**src/hw/rtl/rrch_pkg.sv**
```systemverilog
// Types, codes and constants of the rotated rectangle / circle hit block.
// No dependencies; every other file but rrch_if takes names from here by scope.
`timescale 1ns / 1ps
`default_nettype none
package rrch_pkg;

    localparam int PADDR_W    = 4;
    localparam int ATAN_IDX_W = 5;

    // register indexes (paddr[3:2])
    localparam logic [1:0] REG_CIRCLE_X = 2'd0;
    localparam logic [1:0] REG_CIRCLE_Y = 2'd1;
    localparam logic [1:0] REG_CIRCLE_R = 2'd2;

    // angles in Q2.30, kept in 34 bits
    localparam logic signed [33:0] ANG_HALF_PI = 34'sd1686629713;
    localparam logic signed [33:0] ANG_PI      = 34'sd3373259426;
    localparam logic signed [33:0] INV_GAIN    = 34'sd652032874;

    typedef enum logic [2:0] {
        S_IDLE,
        S_CORDIC,
        S_ROT,
        S_EDGE,
        S_CORN,
        S_DONE
    } t_state;

    typedef enum logic [2:0] {
        MUL_DXC,
        MUL_DYS,
        MUL_DXS,
        MUL_DYC,
        MUL_EXX,
        MUL_EYY,
        MUL_RR
    } t_mul_op;

    typedef enum logic [2:0] {
        ACC_NONE,
        ACC_RX_LD,
        ACC_RX_SUB,
        ACC_RY_LD,
        ACC_RY_ADD,
        ACC_SQ_LD,
        ACC_SQ_ADD,
        ACC_RR_LD
    } t_acc_op;

    typedef struct packed {
        logic                  load;
        logic                  cordic_step;
        logic [ATAN_IDX_W-1:0] step_idx;
        t_mul_op               mul_op;
        t_acc_op               acc_op;
        logic                  edge_ld;
        logic                  done;
    } t_cmd;

    typedef struct packed {
        logic in_valid;
        logic group_end;
        logic out_blocked;
    } t_sts;

    // truncated arctangent table, Q2.30
    function automatic logic [31:0] atan_q30(input logic [ATAN_IDX_W-1:0] idx);
        logic [31:0] v;
        unique case (idx)
            5'd0:    v = 32'h3243F6A8;
            5'd1:    v = 32'h1DAC6705;
            5'd2:    v = 32'h0FADBAFC;
            5'd3:    v = 32'h07F56EA6;
            5'd4:    v = 32'h03FEAB76;
            5'd5:    v = 32'h01FFD55B;
            5'd6:    v = 32'h00FFFAAA;
            5'd7:    v = 32'h007FFF55;
            5'd8:    v = 32'h003FFFEA;
            5'd9:    v = 32'h001FFFFD;
            5'd10:   v = 32'h000FFFFF;
            5'd11:   v = 32'h0007FFFF;
            5'd12:   v = 32'h0003FFFF;
            5'd13:   v = 32'h0001FFFF;
            5'd14:   v = 32'h0000FFFF;
            5'd15:   v = 32'h00007FFF;
            5'd16:   v = 32'h00003FFF;
            5'd17:   v = 32'h00001FFF;
            5'd18:   v = 32'h00000FFF;
            5'd19:   v = 32'h000007FF;
            5'd20:   v = 32'h000003FF;
            5'd21:   v = 32'h000001FF;
            5'd22:   v = 32'h000000FF;
            5'd23:   v = 32'h0000007F;
            default: v = 32'h00000000;
        endcase
        return v;
    endfunction

endpackage
`default_nettype wire

```
**src/hw/rtl/rrch_regs.sv**
```systemverilog
// APB-style configuration registers: circle centre and radius.
// Depends on rrch_pkg for register indexes and address width.
`timescale 1ns / 1ps
`default_nettype none
module rrch_regs (
    input  wire logic                       i_clk,
    input  wire logic                       i_rst_n,
    input  wire logic                       psel,
    input  wire logic                       penable,
    input  wire logic                       pwrite,
    input  wire logic [rrch_pkg::PADDR_W-1:0] paddr,
    input  wire logic [31:0]                pwdata,
    output logic      [31:0]                prdata,
    output logic                            pready,
    output logic      [31:0]                o_circle_x,
    output logic      [31:0]                o_circle_y,
    output logic      [30:0]                o_circle_r
);
    logic [31:0] r_cx;
    logic [31:0] r_cy;
    logic [30:0] r_cr;
    logic        wr;
    logic [1:0]  idx;

    assign idx    = paddr[3:2];
    assign wr     = psel && penable && pwrite;
    assign pready = 1'b1;

    always_ff @(posedge i_clk) begin
        if (!i_rst_n) begin
            r_cx <= '0;
            r_cy <= '0;
            r_cr <= '0;
        end else if (wr) begin
            if (idx == rrch_pkg::REG_CIRCLE_X) r_cx <= pwdata;
            if (idx == rrch_pkg::REG_CIRCLE_Y) r_cy <= pwdata;
            if (idx == rrch_pkg::REG_CIRCLE_R) r_cr <= pwdata[30:0];
        end
    end

    always_comb begin
        prdata = '0;
        if (idx == rrch_pkg::REG_CIRCLE_X) prdata = r_cx;
        if (idx == rrch_pkg::REG_CIRCLE_Y) prdata = r_cy;
        if (idx == rrch_pkg::REG_CIRCLE_R) prdata = {1'b0, r_cr};
    end

    assign o_circle_x = r_cx;
    assign o_circle_y = r_cy;
    assign o_circle_r = r_cr;
endmodule
`default_nettype wire

```
**config.mk**
```make
export PLATFORM = sky130hd
export DESIGN_NAME = rrch_regs
export DESIGN_NICKNAME = d
export VERILOG_FILES = /design/src/hw/rtl/rrch_pkg.sv /design/src/hw/rtl/rrch_regs.sv
export SDC_FILE = /design/constraint.sdc
export NUM_CORES = 1
export LEC_CHECK = 0
export BUFFER_PORTS_ARGS = -buffer_cell sky130_fd_sc_hd__buf_2
export CAP_MARGIN = 40
export CORE_AREA = 8 8 139 141
export DETAILED_ROUTE_END_ITERATION = 12
export DIE_AREA = 0 0 147 149
export PLACE_DENSITY = 0.54
export SYNTH_ARGS = -nofsm -noshare
export SYNTH_HDL_FRONTEND = slang
export SYNTH_SLANG_ARGS = --single-unit
export TNS_END_PERCENT = 50
```
**constraint.sdc**
```tcl
create_clock -name i_clk -period 1.4 [get_ports i_clk]
set_input_delay 0.21 -clock i_clk [delete_from_list [all_inputs] [get_ports i_clk]]
set_output_delay 0.21 -clock i_clk [all_outputs]
set_load 0.01 [all_outputs]
```
== Word level (Yosys, flattened, before mapping) ==
Index checks and enable logic that the tools add are counted.
Cells by class
  equality and inequality tests: 2
  mux-type cells: 3
  reduce and logical (&&, ||, !) cells: 6
Operators by type and width (count)
  two-way mux 32 bit: 3
  AND reduction 2 bit: 3
  equality test 2 x 1 -> 1 bit (second input constant): 1
  equality test 2 bit (second input constant): 1
  logical AND 1 bit: 2
  logical NOT 2 bit: 1
Word-level totals
  bits in registers: 95
  word-level logic and storage cells: 14

== Longest topological paths before layout ==
  depth in word-level cells: 4
  mapped depth: 5
  gate-level depth less buffers: 3

== Worst setup path after synthesis ==
No wires, ideal clock.
  kind: input to output
  from: input paddr[3] (netlist bit)
  to: output prdata[10]
  arrival: 1.065 ns
  data required time: 1.190 ns
  path slack: 0.125 ns
  cell stages on the path: 5
  path through: buf_2 > nor2b_1 > clkbuf_1 > nand2_1 > o21ai_0
Between the ends
  cells in the longest elaborated chain, start to end: 4
  elaborated cells on any way between the ends: 6
  classes of those cells: eq/ne (2); mux (3); reduce/logical (1)
Ends and longest elaborated chain
  from (decl): RTL line rrch_regs.sv:11  | input wire logic [rrch_pkg::PADDR_W-1:0] paddr,
  logical NOT 2 bit: RTL line rrch_regs.sv:43  | if (idx == rrch_pkg::REG_CIRCLE_X) prdata = r_cx;
  two-way mux 32 bit: RTL line rrch_regs.sv:43
  two-way mux 32 bit: RTL line rrch_regs.sv:44  | if (idx == rrch_pkg::REG_CIRCLE_Y) prdata = r_cy;
  two-way mux 32 bit (*): RTL line rrch_regs.sv:45  | if (idx == rrch_pkg::REG_CIRCLE_R) prdata = {1'b0, r_cr};
  to (decl): RTL line rrch_regs.sv:13  | output logic [31:0] prdata,
Mark *: on every way between the ends. The rest lies on a longest branch, timed or not.

== Final worst setup path ==
  from: input paddr[3] (netlist bit)
  to: output prdata[0]
Same word-level chain as after synthesis.

==> run summary <==
The flow ran to the end, and the final reports show no timing, DRC or antenna violations. The logs give 0 for the global-route congestion overflow total and 0 for the final max-slew violation count. The flip-flop and latch count after synthesis works out to 95.

The floorplan step defined a die boundary enclosing 21900 µm². The count of nets left with antenna violations once routing finished came out at 0. The area of the placeable core is 17100 µm².

The floorplan row count was 48. The largest individual stage delay along the critical path comes from the cell sky130_fd_sc_hd__nor2b_4. In the synthesized netlist, the number of instances is 454. The tools report the maximum number of pins on one net before global-route repair as 65. The worst register-to-register path begins at o_circle_y[23]$_SDFFE_PN0P_.

Counting I/O delays and the setup requirement, the final critical path takes 1.33 ns. The remaining design rule violation count was 0. TritonCTS built the clock tree. The logs give 9 for the number of buffers inserted during clock tree synthesis and 20000 µm for the wire length of the first global-routing pass. The die span in y is 149 µm.

The run gives 0.0142 ns as the minimum setup slack after placement. Summing all multi-input logic gate instances after layout gives 2110 µm². Worst setup path startpoint: paddr[3]. The mapped netlist covers 4170 µm².

The routed design has 13100 µm of wire. Setup repair after global routing left no endpoint under its margin. For the number of global-route vias before repair, the log shows 3622. For this run, the slowest stage of the critical path takes 0.18 ns.

The launch point of the worst hold path was pwdata[31]. The logs give 495 for the synthesized net count and 24.4% for the initial core utilization. The worst-case IR drop observed on VDD is 779 µV. The signal on the critical path passes through buf_2, nor2b_4, buf_12, buf_12, nand2_1, o21ai_1, buf_2. Relative to the synthesized area, the layout overhead comes to 40.3%.

The tools report the number of clock sinks seen by CTS as 95. For the number of antenna violations at the first check in global routing, the log shows 1. Startpoint type of the worst setup path: an input pin. The worst hold path class was in2reg. In this run, placement finished with an instance count of 830. The logs give 3 for the number of H-tree levels and 0 for the count of yosys warnings during synthesis. The clock-pin slew of the registers on the worst-case setup and hold paths came out at 0.07 ns.

Once layout is complete, the cells apart from fillers number 849. After synthesis, the mean cell area works out to 9.18 µm². After synthesis, flip-flops and latches occupy 45.6% of the total area.

The critical path in this run is classified as in2out. The endpoint required time on the critical path was 1.19 ns; the count of vias placed by the detailed router was 3655. Once layout is complete, the utilization of the core stands at 34.3%.

The overall die width was 147 µm; the critical-path maximum fanout was 6. Power spread over the standard cell area amounts to 1050 nW/µm². After detailed routing, the average wire length per cell comes to 15.4 µm. For the accumulated negative setup slack, the log shows 0 ns. The share of post-route cells with drive strength above 1 is 34.6%, and the final-stage net count is 660.

Setup violations remaining at the end of the flow were counted as 0. Using the TritonRoute via totals, the vias-per-cell ratio works out to 4.31. The logs give 0.77 ns for the register-to-register setup slack and 0 for the final-report hold violation count. The share of the cycle needed by the critical path after routing works out to 95.0%. Detailed router's first-iteration violation count: 171. The count of buffers from port buffering was 165; the total I/O pin count was 169. The static leakage is 2.82 nW, and the deepest clock path buffer count is 2.

After legalization and detailed placement, the total HPWL measured 9470 µm. The post-route clock skew is 0 ns. For this run, the total global-route usage over all layers was measured as 11.3%. The smallest setup slack after layout came out at 0.0703 ns.

Summing all flip-flop and latch instances after layout gives 1900 µm². Top cell family by delay on the critical path: buffers and inverters. The combined buffer and inverter count along the critical path was 4. The type of destination of the critical path is an output pin. The congestion estimate from routability-driven global placement came to 0.689. The fill cell total of the finished layout is 1761. The logs give 1.12 ns for the data arrival time of the critical path and 0.34 ns for the latest clock arrival within the worst-skew pair. The number of optimization iterations in the first detailed-route pass was 4; the count of different cell masters after synthesis was 15. The tightest hold path in the finished design has a slack of 0.144 ns. Timing would allow up to 752 MHz.

The repair_antennas step left the layout with diodes totalling 0. Cell chosen for the clock root: sky130_fd_sc_hd__clkbuf_16. Max-cap violations in this run came to 0.
## area by class of cell
cell class	instances	area share (%)
Timing Repair Buffer	190	20.7
Multi-Input combinational cell	323	36.0
Clock buffer	10	3.92
Clock inverter	6	1.97
Tap cell	225	4.82
Sequential cell	95	32.6
## metal layers
metal	vias up	GRT usage, %	part of all wire (%)
met5	-	0	0.076
met2	106	18.9	48
met4	2	2.75	0.87
met1	1691	13.4	45
li1	1846	-	-
met3	10	4.31	5.9
## final timing paths
kind,endpoint,cells past startpoint
setup / recovery,prdata[0],7
hold reg to reg,o_circle_x[0]$_SDFFE_PN0P_,2
setup reg to reg,o_circle_y[23]$_SDFFE_PN0P_,2
hold / removal,o_circle_x[31]$_SDFFE_PN0P_,3
## cells in the final DEF (no fill, tap or decap), drive strengths merged
| cell type | n |
|---|---|
| nor3 | 1 |
| or3b | 1 |
| dfxtp | 95 |
| clkinvlp | 1 |
| bufinv | 3 |
| inv | 2 |
| nand3 | 1 |
| nor3b | 1 |
| buf | 188 |
| conb | 1 |
| nor2b | 1 |
| clkbuf | 12 |
| nor2 | 1 |
| mux2i | 127 |
| o21ai | 31 |
| nand2 | 158 |
## timing repair
item	4_1_cts	5_1_grt
setup buffers	0	1
gates resized for setup	0	20
setup endpoints to repair	0	24
endpoints found under the hold margin	0	0
hold buffers	0	0
## where the power goes
part           switching, mW  total, mW  internal [mW]
registers             0.0276       2.76           2.74
logic                  0.283      0.503          0.220
clock network           1.09       2.85           1.76
total                   1.40       6.12           4.72
## per-stage QoR
| step | power (mW) | instance area (µm²) |
|---|---|---|
| global placement | 3.30 | 5400 |
| CTS | 6.20 | 5740 |
| detailed placement | 3.30 | 5400 |
| floorplan | 3.08 | 4170 |
| global route | 6.37 | 5850 |
| finish | 6.12 | 5850 |
## Yosys cell counts
cell / instances / share of area, %
sky130_fd_sc_hd__o21ai_0: 31 / 3.7
sky130_fd_sc_hd__nor3_2: 1 / 0.24
sky130_fd_sc_hd__nor2_1: 1 / 0.090
sky130_fd_sc_hd__nor3b_2: 1 / 0.30
sky130_fd_sc_hd__nand3_2: 1 / 0.24
sky130_fd_sc_hd__buf_2: 12 / 1.4
sky130_fd_sc_hd__nor2b_1: 1 / 0.15
sky130_fd_sc_hd__or3b_1: 1 / 0.21
sky130_fd_sc_hd__mux2i_1: 127 / 31
sky130_fd_sc_hd__buf_4: 5 / 0.90
sky130_fd_sc_hd__buf_6: 3 / 0.81
sky130_fd_sc_hd__nand2_1: 158 / 14
sky130_fd_sc_hd__conb_1: 1 / 0.090
sky130_fd_sc_hd__clkbuf_1: 16 / 1.4
sky130_fd_sc_hd__dfxtp_1: 95 / 46
## cells by family after synthesis
family | after synthesis | share of synthesized area (%)
DFF | 95 | 45.6
AOI/OAI and AO/OA | 31 | 3.72
muxes | 127 | 30.5
buffers and inverters | 36 | 4.59
other | 1 | 0.0900
and+or+nand+nor | 164 | 15.5
## worst reg2reg max path: cells and delay by family (launching register included)
family           cells  cell delay, ns
muxes                1            0.13
and+or+nand+nor      1            0.07
DFF                  1            0.37
## sequential cells by signal (all words and copies together), names as in the netlist
register / cells
o_circle_y: 32
o_circle_r: 31
o_circle_x: 32
Power figures use the tool's default switching activity.
