===== src/hw/rtl/rrch_pkg.sv =====
// Types, codes and constants of the rotated rectangle / circle hit block.
// No dependencies; every other file but rrch_if takes names from here by scope.
`timescale 1ns / 1ps
`default_nettype none
package rrch_pkg;

    localparam int PADDR_W    = 4;
    localparam int ATAN_IDX_W = 5;

    // register indexes (paddr[3:2])
    localparam logic [1:0] REG_CIRCLE_X = 2'd0;
    localparam logic [1:0] REG_CIRCLE_Y = 2'd1;
    localparam logic [1:0] REG_CIRCLE_R = 2'd2;

    // angles in Q2.30, kept in 34 bits
    localparam logic signed [33:0] ANG_HALF_PI = 34'sd1686629713;
    localparam logic signed [33:0] ANG_PI      = 34'sd3373259426;
    localparam logic signed [33:0] INV_GAIN    = 34'sd652032874;

    typedef enum logic [2:0] {
        S_IDLE,
        S_CORDIC,
        S_ROT,
        S_EDGE,
        S_CORN,
        S_DONE
    } t_state;

    typedef enum logic [2:0] {
        MUL_DXC,
        MUL_DYS,
        MUL_DXS,
        MUL_DYC,
        MUL_EXX,
        MUL_EYY,
        MUL_RR
    } t_mul_op;

    typedef enum logic [2:0] {
        ACC_NONE,
        ACC_RX_LD,
        ACC_RX_SUB,
        ACC_RY_LD,
        ACC_RY_ADD,
        ACC_SQ_LD,
        ACC_SQ_ADD,
        ACC_RR_LD
    } t_acc_op;

    typedef struct packed {
        logic                  load;
        logic                  cordic_step;
        logic [ATAN_IDX_W-1:0] step_idx;
        t_mul_op               mul_op;
        t_acc_op               acc_op;
        logic                  edge_ld;
        logic                  done;
    } t_cmd;

    typedef struct packed {
        logic in_valid;
        logic group_end;
        logic out_blocked;
    } t_sts;

    // truncated arctangent table, Q2.30
    function automatic logic [31:0] atan_q30(input logic [ATAN_IDX_W-1:0] idx);
        logic [31:0] v;
        unique case (idx)
            5'd0:    v = 32'h3243F6A8;
            5'd1:    v = 32'h1DAC6705;
            5'd2:    v = 32'h0FADBAFC;
            5'd3:    v = 32'h07F56EA6;
            5'd4:    v = 32'h03FEAB76;
            5'd5:    v = 32'h01FFD55B;
            5'd6:    v = 32'h00FFFAAA;
            5'd7:    v = 32'h007FFF55;
            5'd8:    v = 32'h003FFFEA;
            5'd9:    v = 32'h001FFFFD;
            5'd10:   v = 32'h000FFFFF;
            5'd11:   v = 32'h0007FFFF;
            5'd12:   v = 32'h0003FFFF;
            5'd13:   v = 32'h0001FFFF;
            5'd14:   v = 32'h0000FFFF;
            5'd15:   v = 32'h00007FFF;
            5'd16:   v = 32'h00003FFF;
            5'd17:   v = 32'h00001FFF;
            5'd18:   v = 32'h00000FFF;
            5'd19:   v = 32'h000007FF;
            5'd20:   v = 32'h000003FF;
            5'd21:   v = 32'h000001FF;
            5'd22:   v = 32'h000000FF;
            5'd23:   v = 32'h0000007F;
            default: v = 32'h00000000;
        endcase
        return v;
    endfunction

endpackage
`default_nettype wire


===== src/hw/rtl/rrch_ctrl.sv =====
// Sequencer: accept, CORDIC steps, shared multiplier schedule, decision.
// Depends on rrch_pkg for state, command and status types.
`timescale 1ns / 1ps
`default_nettype none
module rrch_ctrl #(
    parameter int CORDIC_STEPS = 16
) (
    input  wire logic          i_clk,
    input  wire logic          i_rst_n,
    input  wire rrch_pkg::t_sts i_sts,
    output rrch_pkg::t_cmd     o_cmd,
    output logic               o_in_ready
);
    localparam int STEP_W = $clog2(CORDIC_STEPS);
    localparam logic [STEP_W-1:0] LAST_STEP = STEP_W'(CORDIC_STEPS - 1);

    rrch_pkg::t_state r_state, n_state;
    logic [STEP_W-1:0] r_step, n_step;
    logic [2:0]        r_sub, n_sub;
    logic              fire;

    assign o_in_ready = (r_state == rrch_pkg::S_IDLE);
    assign fire       = o_in_ready && i_sts.in_valid;

    always_ff @(posedge i_clk) begin
        if (!i_rst_n) begin
            r_state <= rrch_pkg::S_IDLE;
            r_step  <= '0;
            r_sub   <= '0;
        end else begin
            r_state <= n_state;
            r_step  <= n_step;
            r_sub   <= n_sub;
        end
    end

    // next state
    always_comb begin
        n_state = r_state;
        n_step  = r_step;
        n_sub   = r_sub;
        unique case (r_state)
            rrch_pkg::S_IDLE: begin
                n_step = '0;
                n_sub  = '0;
                if (fire) n_state = rrch_pkg::S_CORDIC;
            end
            rrch_pkg::S_CORDIC: begin
                n_step = r_step + 1'b1;
                if (r_step == LAST_STEP) n_state = rrch_pkg::S_ROT;
            end
            rrch_pkg::S_ROT: begin
                n_sub = r_sub + 1'b1;
                if (r_sub == 3'd4) begin
                    n_sub   = '0;
                    n_state = rrch_pkg::S_EDGE;
                end
            end
            rrch_pkg::S_EDGE: n_state = rrch_pkg::S_CORN;
            rrch_pkg::S_CORN: begin
                n_sub = r_sub + 1'b1;
                if (r_sub == 3'd3) begin
                    n_sub   = '0;
                    n_state = rrch_pkg::S_DONE;
                end
            end
            rrch_pkg::S_DONE: begin
                if (!(i_sts.group_end && i_sts.out_blocked)) n_state = rrch_pkg::S_IDLE;
            end
            default: n_state = rrch_pkg::S_IDLE;
        endcase
    end

    // commands
    always_comb begin
        o_cmd             = '0;
        o_cmd.mul_op      = rrch_pkg::MUL_DXC;
        o_cmd.acc_op      = rrch_pkg::ACC_NONE;
        o_cmd.load        = fire;
        o_cmd.step_idx    = rrch_pkg::ATAN_IDX_W'(r_step);
        unique case (r_state)
            rrch_pkg::S_CORDIC: o_cmd.cordic_step = 1'b1;
            rrch_pkg::S_ROT: begin
                unique case (r_sub)
                    3'd0: o_cmd.mul_op = rrch_pkg::MUL_DXC;
                    3'd1: begin
                        o_cmd.mul_op = rrch_pkg::MUL_DYS;
                        o_cmd.acc_op = rrch_pkg::ACC_RX_LD;
                    end
                    3'd2: begin
                        o_cmd.mul_op = rrch_pkg::MUL_DXS;
                        o_cmd.acc_op = rrch_pkg::ACC_RX_SUB;
                    end
                    3'd3: begin
                        o_cmd.mul_op = rrch_pkg::MUL_DYC;
                        o_cmd.acc_op = rrch_pkg::ACC_RY_LD;
                    end
                    default: o_cmd.acc_op = rrch_pkg::ACC_RY_ADD;
                endcase
            end
            rrch_pkg::S_EDGE: o_cmd.edge_ld = 1'b1;
            rrch_pkg::S_CORN: begin
                unique case (r_sub)
                    3'd0: o_cmd.mul_op = rrch_pkg::MUL_EXX;
                    3'd1: begin
                        o_cmd.mul_op = rrch_pkg::MUL_EYY;
                        o_cmd.acc_op = rrch_pkg::ACC_SQ_LD;
                    end
                    3'd2: begin
                        o_cmd.mul_op = rrch_pkg::MUL_RR;
                        o_cmd.acc_op = rrch_pkg::ACC_SQ_ADD;
                    end
                    default: o_cmd.acc_op = rrch_pkg::ACC_RR_LD;
                endcase
            end
            rrch_pkg::S_DONE: o_cmd.done = !(i_sts.group_end && i_sts.out_blocked);
            default: ;
        endcase
    end

    a_accept_starts: assert property (@(posedge i_clk) disable iff (!i_rst_n)
        fire |=> (r_state == rrch_pkg::S_CORDIC) && (r_step == '0))
        else $error("accepted word did not start CORDIC");
    a_step_range: assert property (@(posedge i_clk) disable iff (!i_rst_n)
        (r_state == rrch_pkg::S_CORDIC) |-> (r_step <= LAST_STEP))
        else $error("CORDIC step past end");
    a_done_retires: assert property (@(posedge i_clk) disable iff (!i_rst_n)
        o_cmd.done |=> (r_state == rrch_pkg::S_IDLE))
        else $error("finished word did not return to idle");
endmodule
`default_nettype wire


===== config.mk =====
export PLATFORM = sky130hd
export DESIGN_NAME = rrch_ctrl
export DESIGN_NICKNAME = d
export VERILOG_FILES = /design/src/hw/rtl/rrch_pkg.sv /design/src/hw/rtl/rrch_ctrl.sv
export SDC_FILE = /design/constraint.sdc
export NUM_CORES = 1
export LEC_CHECK = 0
export ABC_AREA = 0
export BUFFER_PORTS_ARGS = -buffer_cell sky130_fd_sc_hd__buf_4
export CELL_PAD_IN_SITES_DETAIL_PLACEMENT = 0
export CELL_PAD_IN_SITES_GLOBAL_PLACEMENT = 1
export CORE_ASPECT_RATIO = 1.4
export CORE_MARGIN = 2
export CORE_UTILIZATION = 36
export CTS_CLUSTER_DIAMETER = 200
export CTS_CLUSTER_SIZE = 40
export DETAILED_ROUTE_END_ITERATION = 8
export PLACE_DENSITY = 0.75
export SYNTH_ARGS = -nofsm -noshare
export SYNTH_HDL_FRONTEND = slang
export SYNTH_SLANG_ARGS = --single-unit

===== constraint.sdc =====
create_clock -name i_clk -period 1.8 [get_ports i_clk]
set_input_delay 0.36 -clock i_clk [delete_from_list [all_inputs] [get_ports i_clk]]
set_output_delay 0.36 -clock i_clk [all_outputs]
set_load 0.01 [all_outputs]

; ---- Yosys cells after proc, flatten, opt, wreduce, memory -nomap -nowiden
; Cells that the tools add are included.
[totals]
output_inout_bits = 16
register_bits = 10
input_bits = 5
wordCells = 46
[classes]
reduce_logical = 8
addsub = 2
eq_ne = 15
mux = 18
[ops]
columns = cell, n
row1 = 3-bit one-hot mux with 3 select lines, 3
row2 = 3-bit 2-to-1 mux, 7
row3 = 3-bit one-hot mux with 6 select lines, 1
row4 = 3-bit by 2-bit equality test with 1-bit output (second input constant), 4
row5 = 3-bit one-hot mux with 4 select lines, 1
row6 = 6-bit one-hot mux with 2 select lines, 1
row7 = 3-bit equality test (second input constant), 3
row8 = 2-bit inequality test (second input constant), 4
row9 = 4-bit one-hot mux with 2 select lines, 1
row10 = 3-bit by 1-bit equality test with 1-bit output (second input constant), 2
row11 = 3-bit logical NOT, 2
row12 = 2-bit one-hot mux with 3 select lines, 1
row13 = 5-bit AND reduction, 1
row14 = 4-bit by 1-bit adder with 4-bit output (second input constant), 1
row15 = 4-bit equality test (second input constant), 1
row16 = 3-bit by 1-bit adder with 3-bit output (second input constant), 1
row17 = 1-bit 2-to-1 mux, 3
row18 = 3-bit nonzero test, 1
row19 = 1-bit logical AND, 2
row20 = 2-bit by 1-bit inequality test with 1-bit output (second input constant), 1
row21 = 2-bit nonzero test, 1
row22 = 1-bit logical NOT, 1

; ---- Longest topological paths before layout
; Gate-level depths: netlist (run 1).
[depth]
depth_word = 4
ltp_mapped = 6
ltp_nobuf = 6

; ---- Least setup slack after synthesis (run 1)
; No wires, ideal clock.
[synth_path]
path_kind = reg-to-output
startpoint = reg r_sub[1]
endpoint = out o_cmd[2] (netlist bit)
required_ps = 1440
path_stages_with_launch = 6
setup_slack_ps = 189
n_path_buf = 0
arrival_time_ps = 1251
cell_sequence = dfxtp_1 inv_1 ha_1 nor3_1 nor3_1 o21ai_0
[synth_lines]
columns = element, line_no
row1 = "start, declared", rrch_ctrl.sv:19  ; logic [2:0] r_sub, n_sub;
row2 = "start signal, assigned", rrch_ctrl.sv:33  ; r_sub <= n_sub;
row3 = "end, declared", rrch_ctrl.sv:11  ; output rrch_pkg::t_cmd o_cmd,

==> results of run 1 <==
[metal layers]
metal | share of wire, % | routed length [µm]
met1 | 42 | 839
met2 | 54 | 1090
met3 | 2.9 | 59
met4 | 0.85 | 17
met5 | 0 | 0
[registers in the layout, summed over array words and instances, names as in the netlist]
signal   flops
r_step       4
r_state      3
r_sub        3
[final timing paths]
kind	slack, ns	depth (start not counted)	endpoint	from
worst min-delay path	0.39	2	r_state[2]$_SDFFE_PN0P_	i_rst_n
worst max register to register	0.41	6	r_sub[1]$_SDFFE_PN0P_	r_sub[0]$_SDFFE_PN0P_
worst min register to register	0.52	2	r_step[1]$_SDFFE_PN0P_	r_step[1]$_SDFFE_PN0P_
worst max-delay path	-0.02	5	o_cmd[3]	r_state[1]$_SDFFE_PN0P_
[through the flow]
step	cell area [µm²]	TNS (ns)
2_1_floorplan	792	0
3_3_place_gp	948	0
3_5_place_dp	948	0
4_1_cts	1010	-0.0383
5_1_grt	1100	-0.316
6_report	1100	-0.0249
[Yosys cell counts (3+ instances only)]
cell type,number
ha_1,7
nor2b_1,5
and2_1,3
nand3_1,3
o21a_1,3
a21oi_1,7
dfxtp_1,10
inv_1,6
nand2_1,9
nor3_1,4
nor2_1,8
buf_4,3
o21ai_0,5
[area by class of cell]
type / count / area share (%)
well taps: 22 / 2.49
inverters: 6 / 2.04
clock buffers: 3 / 2.04
flip-flops and latches: 10 / 19.4
repair buffers: 28 / 19.0
multi-input cells: 78 / 55.0
[logic make-up (layout without fill, tap and decap cells)]
group / Yosys count / after routing / synth area share [%]
mux: 1 / 1 / 1.26
simple gates: 42 / 42 / 28.6
flops: 10 / 10 / 25.3
other cells: 1 / 1 / 0.473
buf+inv: 14 / 37 / 10.3
compound gates: 27 / 27 / 23.1
fa+ha+maj: 7 / 7 / 11.1
[what timing repair did]
action                                  4_1_cts  5_1_grt
gates resized for setup                      12       19
hold buffers                                  0        0
endpoints found under the setup margin        8        8
pin swaps                                     2        0
setup buffers                                 1        2
[power by group through the flow]
stage | Sequential (µW) | Combinational, µW | Clock [µW]
after floorplan | 234 | 39.3 | 0
after global placement | 236 | 55.9 | 0
after detailed placement | 237 | 56.3 | 0
after CTS | 229 | 60.6 | 153
after global routing | 228 | 71.8 | 164
final | 228 | 66.7 | 146
==> flow_summary.ini, run 1 <==
[layout]
nets = 139
layout_commonest_cell = buf_4
fin_util_pct = 51.9
fin_cells = 147
multi_input_area_um2 = 608
final_cell_mix = buf_4, nand2_1, nor2_1, a21oi_1, dfxtp_1
antenna_cells = 0
fill_cells = 214
ff_latch_area_um2 = 214
drive_gt1_share_pct = 43.2
syn_to_final_growth_pct = 39.5

[pwr]
power_density_nw_per_um2 = 399
p_comb_share_pct = 15.2
clkPwrFrac_pct = 33.1
p_leak_uw = 0.000473
p_total_uw = 440
p_sw_uw = 106
p_seq_share_pct = 51.7
max-vdd-ir-drop_mv = 0.284
switching_share_pct = 24.1
power.internal_uw = 334

[yosys]
netlist_instances = 102
synthFlopType = dfxtp_1
syn_nets = 114
ys_warn_count = 0
syn-cell-area_um2 = 792
synth_edf_count = 0
async_flop_share_pct = 0
synth.area.top_cells = dfxtp_1, ha_1, a21oi_1, nand2_1, nor2b_1
synth.avg_cell_area_um2 = 7.76
ys_types = 35
synth.ff_latch_count = 10
synth_top_area_share_pct = 25.3
synth_seq_area_share_pct = 25.3
synth_top_area_cell = dfxtp_1

[outcome]
violations = setup timing
outcome = complete, but fails checks

[sta]
rsz0062_at_grt = true
setup_ws_ns = -0.0249
fmax_ghz = 0.548
whs_ns = 0.389
drv_slew = 0
final-setup-viol-count = 1
min_period_ns = 1.82
final_hold_viol_count = 0
period_share_pct = 101
fin_worst_skew_ns = 0.00489

[route]
drc = 0
detail-route-antenna-nets = 0
drt-total-wl_mm = 2.00
vias = 794
wl_per_cell_um = 13.6
drt-vias-per-instance = 5.40
firstDrtPassIters = 4
drtIter0Drc = 20

[flow_run]
drv_cap = 0

[placement]
dp_cells = 141
post-place-ws_ns = 0.134
gp_congestion = 0.820
hpwl_mm = 1.44
io_buffers = 19

[clocking]
clockRootBuffer = clkbuf_4
cts.sinks = 10
cts_tree = yes
cts.path.max_buffers = 2
htreeDepth = 1
clk_pin_slew_ns = 0.06
clock_latency_ns = 0.26
cts_buffers = 3

[floorplan]
rows = 20
die_w_um = 43.6
die_area_um2 = 2600
coreArea_um2 = 2130
start_util_pct = 37.2
fp.dieH_um = 59.5
ioPinCount = 21

[global_route]
track_usage_pct = 16.1
grtUsageMet3_pct = 2.13
met2_usage_pct = 29.0
grt_pass1_wl_mm = 3.14
global_route.usage.met1_pct = 16.9
grt_pass1_vias = 744
grt_most_used_layer = met2
grt-ovfl-total = 0
antenna_found_initial = 0
grt_start_max_net_pins = 12

[critical_path]
crit_chain = or3b_4 -> nor2_4 -> nor2_1 -> a21oi_1 -> buf_4
crit_slowest_cell = or3b_4
worst_ep_required_time_ns = 1.44
arrival_ns = 1.46
critPathKind = register to output port
start_kind = register
crit_family = simple AND/OR/NAND/NOR gates
worstPathMaxFanout = 6
slowest_delay_ns = 0.41
path_buf_inv = 1
cp-end-kind = output port

[worst_hold_path]
hold_path.class = input pin to register
No activity file was read; power rests on OpenSTA's default activity.
==> run 2: changes to the inputs <==
--- a/config.mk
+++ b/config.mk
@@ -7,11 +7,13 @@
 export LEC_CHECK = 0
 export ABC_AREA = 0
 export BUFFER_PORTS_ARGS = -buffer_cell sky130_fd_sc_hd__buf_4
+export CAP_MARGIN = 25
 export CELL_PAD_IN_SITES_DETAIL_PLACEMENT = 0
 export CELL_PAD_IN_SITES_GLOBAL_PLACEMENT = 1
 export CORE_ASPECT_RATIO = 1.4
 export CORE_MARGIN = 2
 export CORE_UTILIZATION = 36
+export CTS_BUF_LIST = sky130_fd_sc_hd__clkbuf_16
 export CTS_CLUSTER_DIAMETER = 200
 export CTS_CLUSTER_SIZE = 40
 export DETAILED_ROUTE_END_ITERATION = 8
==> run 2 against run 1 <==
Register-to-register slack hardly changed. Critical path depth stayed put. The flow now finishes without violations. Combinational power is 2% lower. Highest routed layer unchanged.
==> flow_summary.ini, run 2 (synthesis results as in run 1) <==
[placement]
gp_congestion = 0.820
hpwl_mm = 1.44
dp_cells = 141
io_buffers = 19
placed_area_um2 = 948

[global_route]
grt_start_max_net_pins = 12
grt_pass1_wl_mm = 3.17
track_usage_pct = 16.3
grt-ovfl-total = 0
antenna_found_initial = 0
grt_pass1_vias = 737

[layout]
fin_cells = 147
top_regs = r_step x4, r_state x3, r_sub x3
largest_register = r_step
final_cell_mix = buf_4, nand2_1, nor2_1, a21oi_1, dfxtp_1
nets = 139
fill_cells = 212
fin_util_pct = 53.6
antenna_cells = 0
ff_latch_area_um2 = 214
multi_input_area_um2 = 592
layout_commonest_cell = buf_4
syn_to_final_growth_pct = 44.1
fin_area_um2 = 1140
largest_reg_flops = 4
drive_gt1_share_pct = 40.0

[critical_path]
worstPathMaxFanout = 6
arrival_ns = 1.43
startpoint = r_state[1]$_SDFFE_PN0P_
rr_startpoint = r_sub[0]$_SDFFE_PN0P_
worst_ep_required_time_ns = 1.44
critPathKind = register to output port
cp-end-kind = output port
start_kind = register

[sta]
fmax_ghz = 0.559
period_share_pct = 99.4
rsz0062_at_grt = true
drv_slew = 0
min_period_ns = 1.79
final-setup-viol-count = 0
fin_worst_skew_ns = 0.000246
final_hold_viol_count = 0

[clocking]
htreeDepth = 1
cts.sinks = 10
cts_buffers = 3
cts.path.max_buffers = 2
cts_tree = yes
cts_hold_buf = 0
clockRootBuffer = clkbuf_16
clock_latency_ns = 0.23
clk_pin_slew_ns = 0.04

[pwr]
p_sw_uw = 132
switching_share_pct = 19.5
max-vdd-ir-drop_mv = 0.607
p_leak_uw = 0.000492
p_comb_share_pct = 9.7
p_total_uw = 678
p_seq_share_pct = 33.8
power_density_nw_per_um2 = 594
power.internal_uw = 546
clkPwrFrac_pct = 56.5

[floorplan]
rows = 20
ioPinCount = 21
fp.dieH_um = 59.5
coreArea_um2 = 2130
start_util_pct = 37.2
die_w_um = 43.6
die_area_um2 = 2600

[route]
firstDrtPassIters = 4
drtIter0Drc = 16
drt-total-wl_mm = 2.01
detail-route-antenna-nets = 0
drt-vias-per-instance = 5.54
wl_per_cell_um = 13.6
vias = 814
drc = 0

[worst_hold_path]
worstHoldStart = i_rst_n
hold_path.class = input pin to register

[outcome]
outcome = complete, no violations

[flow_run]
drv_cap = 0
-- run 2: changes by cell type in the layout (fill, tap and decap cells not counted) --
cell       delta
clkbuf_16     +3
clkbuf_4      -3
a21oi_1       +1
a21oi_2       -1
nor2_1        +1
nor2_2        -1
nor3_1        +1
nor3_2        -1
nor3b_1       +1
nor3b_2       -1
-- run 2: layout make-up --
class	instances	share of cell area (%)
repair buffers	28	18.4
clock buffers	3	6.58
well taps	22	2.41
inverters	6	1.97
flip-flops and latches	10	18.8
multi-input cells	78	51.9
-- run 2: worst paths after layout --
| kind | endpoint | slack, ns | depth (start not counted) |
|---|---|---|---|
| setup / recovery | o_cmd[3] | 0.01 | 5 |
| hold / removal | r_state[2]$_SDFFE_PN0P_ | 0.42 | 2 |
| setup reg to reg | r_sub[1]$_SDFFE_PN0P_ | 0.42 | 6 |
| hold reg to reg | r_sub[0]$_SDFFE_PN0P_ | 0.52 | 2 |
-- run 2: repair_timing --
action                     in CTS  in global routing
setup buffers                   0                  3
pin swaps                       1                  1
setup endpoints to repair       6                  7
gates resized for setup         9                 18
-- run 2: routing by layer --
layer	track usage [%]	up-vias	share of wire (%)
li1	-	402	-
met1	17.5	383	40
met2	29.0	24	53
met3	2.13	5	4.1
met4	10.4	0	2.2
met5	0	-	0
-- run 2: through the flow --
| step | setup slack, ns | hold WS, ns | TNS, ns |
|---|---|---|---|
| floorplan | 0.189 | 0.478 | 0 |
| global placement | 0.164 | 0.506 | 0 |
| detailed placement | 0.134 | 0.516 | 0 |
| CTS | 0.00571 | 0.423 | 0 |
| global route | -0.0358 | 0.429 | -0.0492 |
| finish | 0.0100 | 0.416 | 0 |
-- run 2: power by group through the flow --
stage          logic, µW  clock network, µW  registers [µW]
5_1_grt             70.9                395             230
2_1_floorplan       39.3                  0             234
4_1_cts             56.7                385             233
3_3_place_gp        55.9                  0             236
6_report            65.6                383             229
3_5_place_dp        56.3                  0             237
-- run 2: worst max-delay path, stage by stage, from the launching register on --
cell and delay [ns]:
dfxtp_4 0.36, or3b_4 0.41, nor2_4 0.10, nor2_1 0.05, a21oi_1 0.14, buf_4 0.14
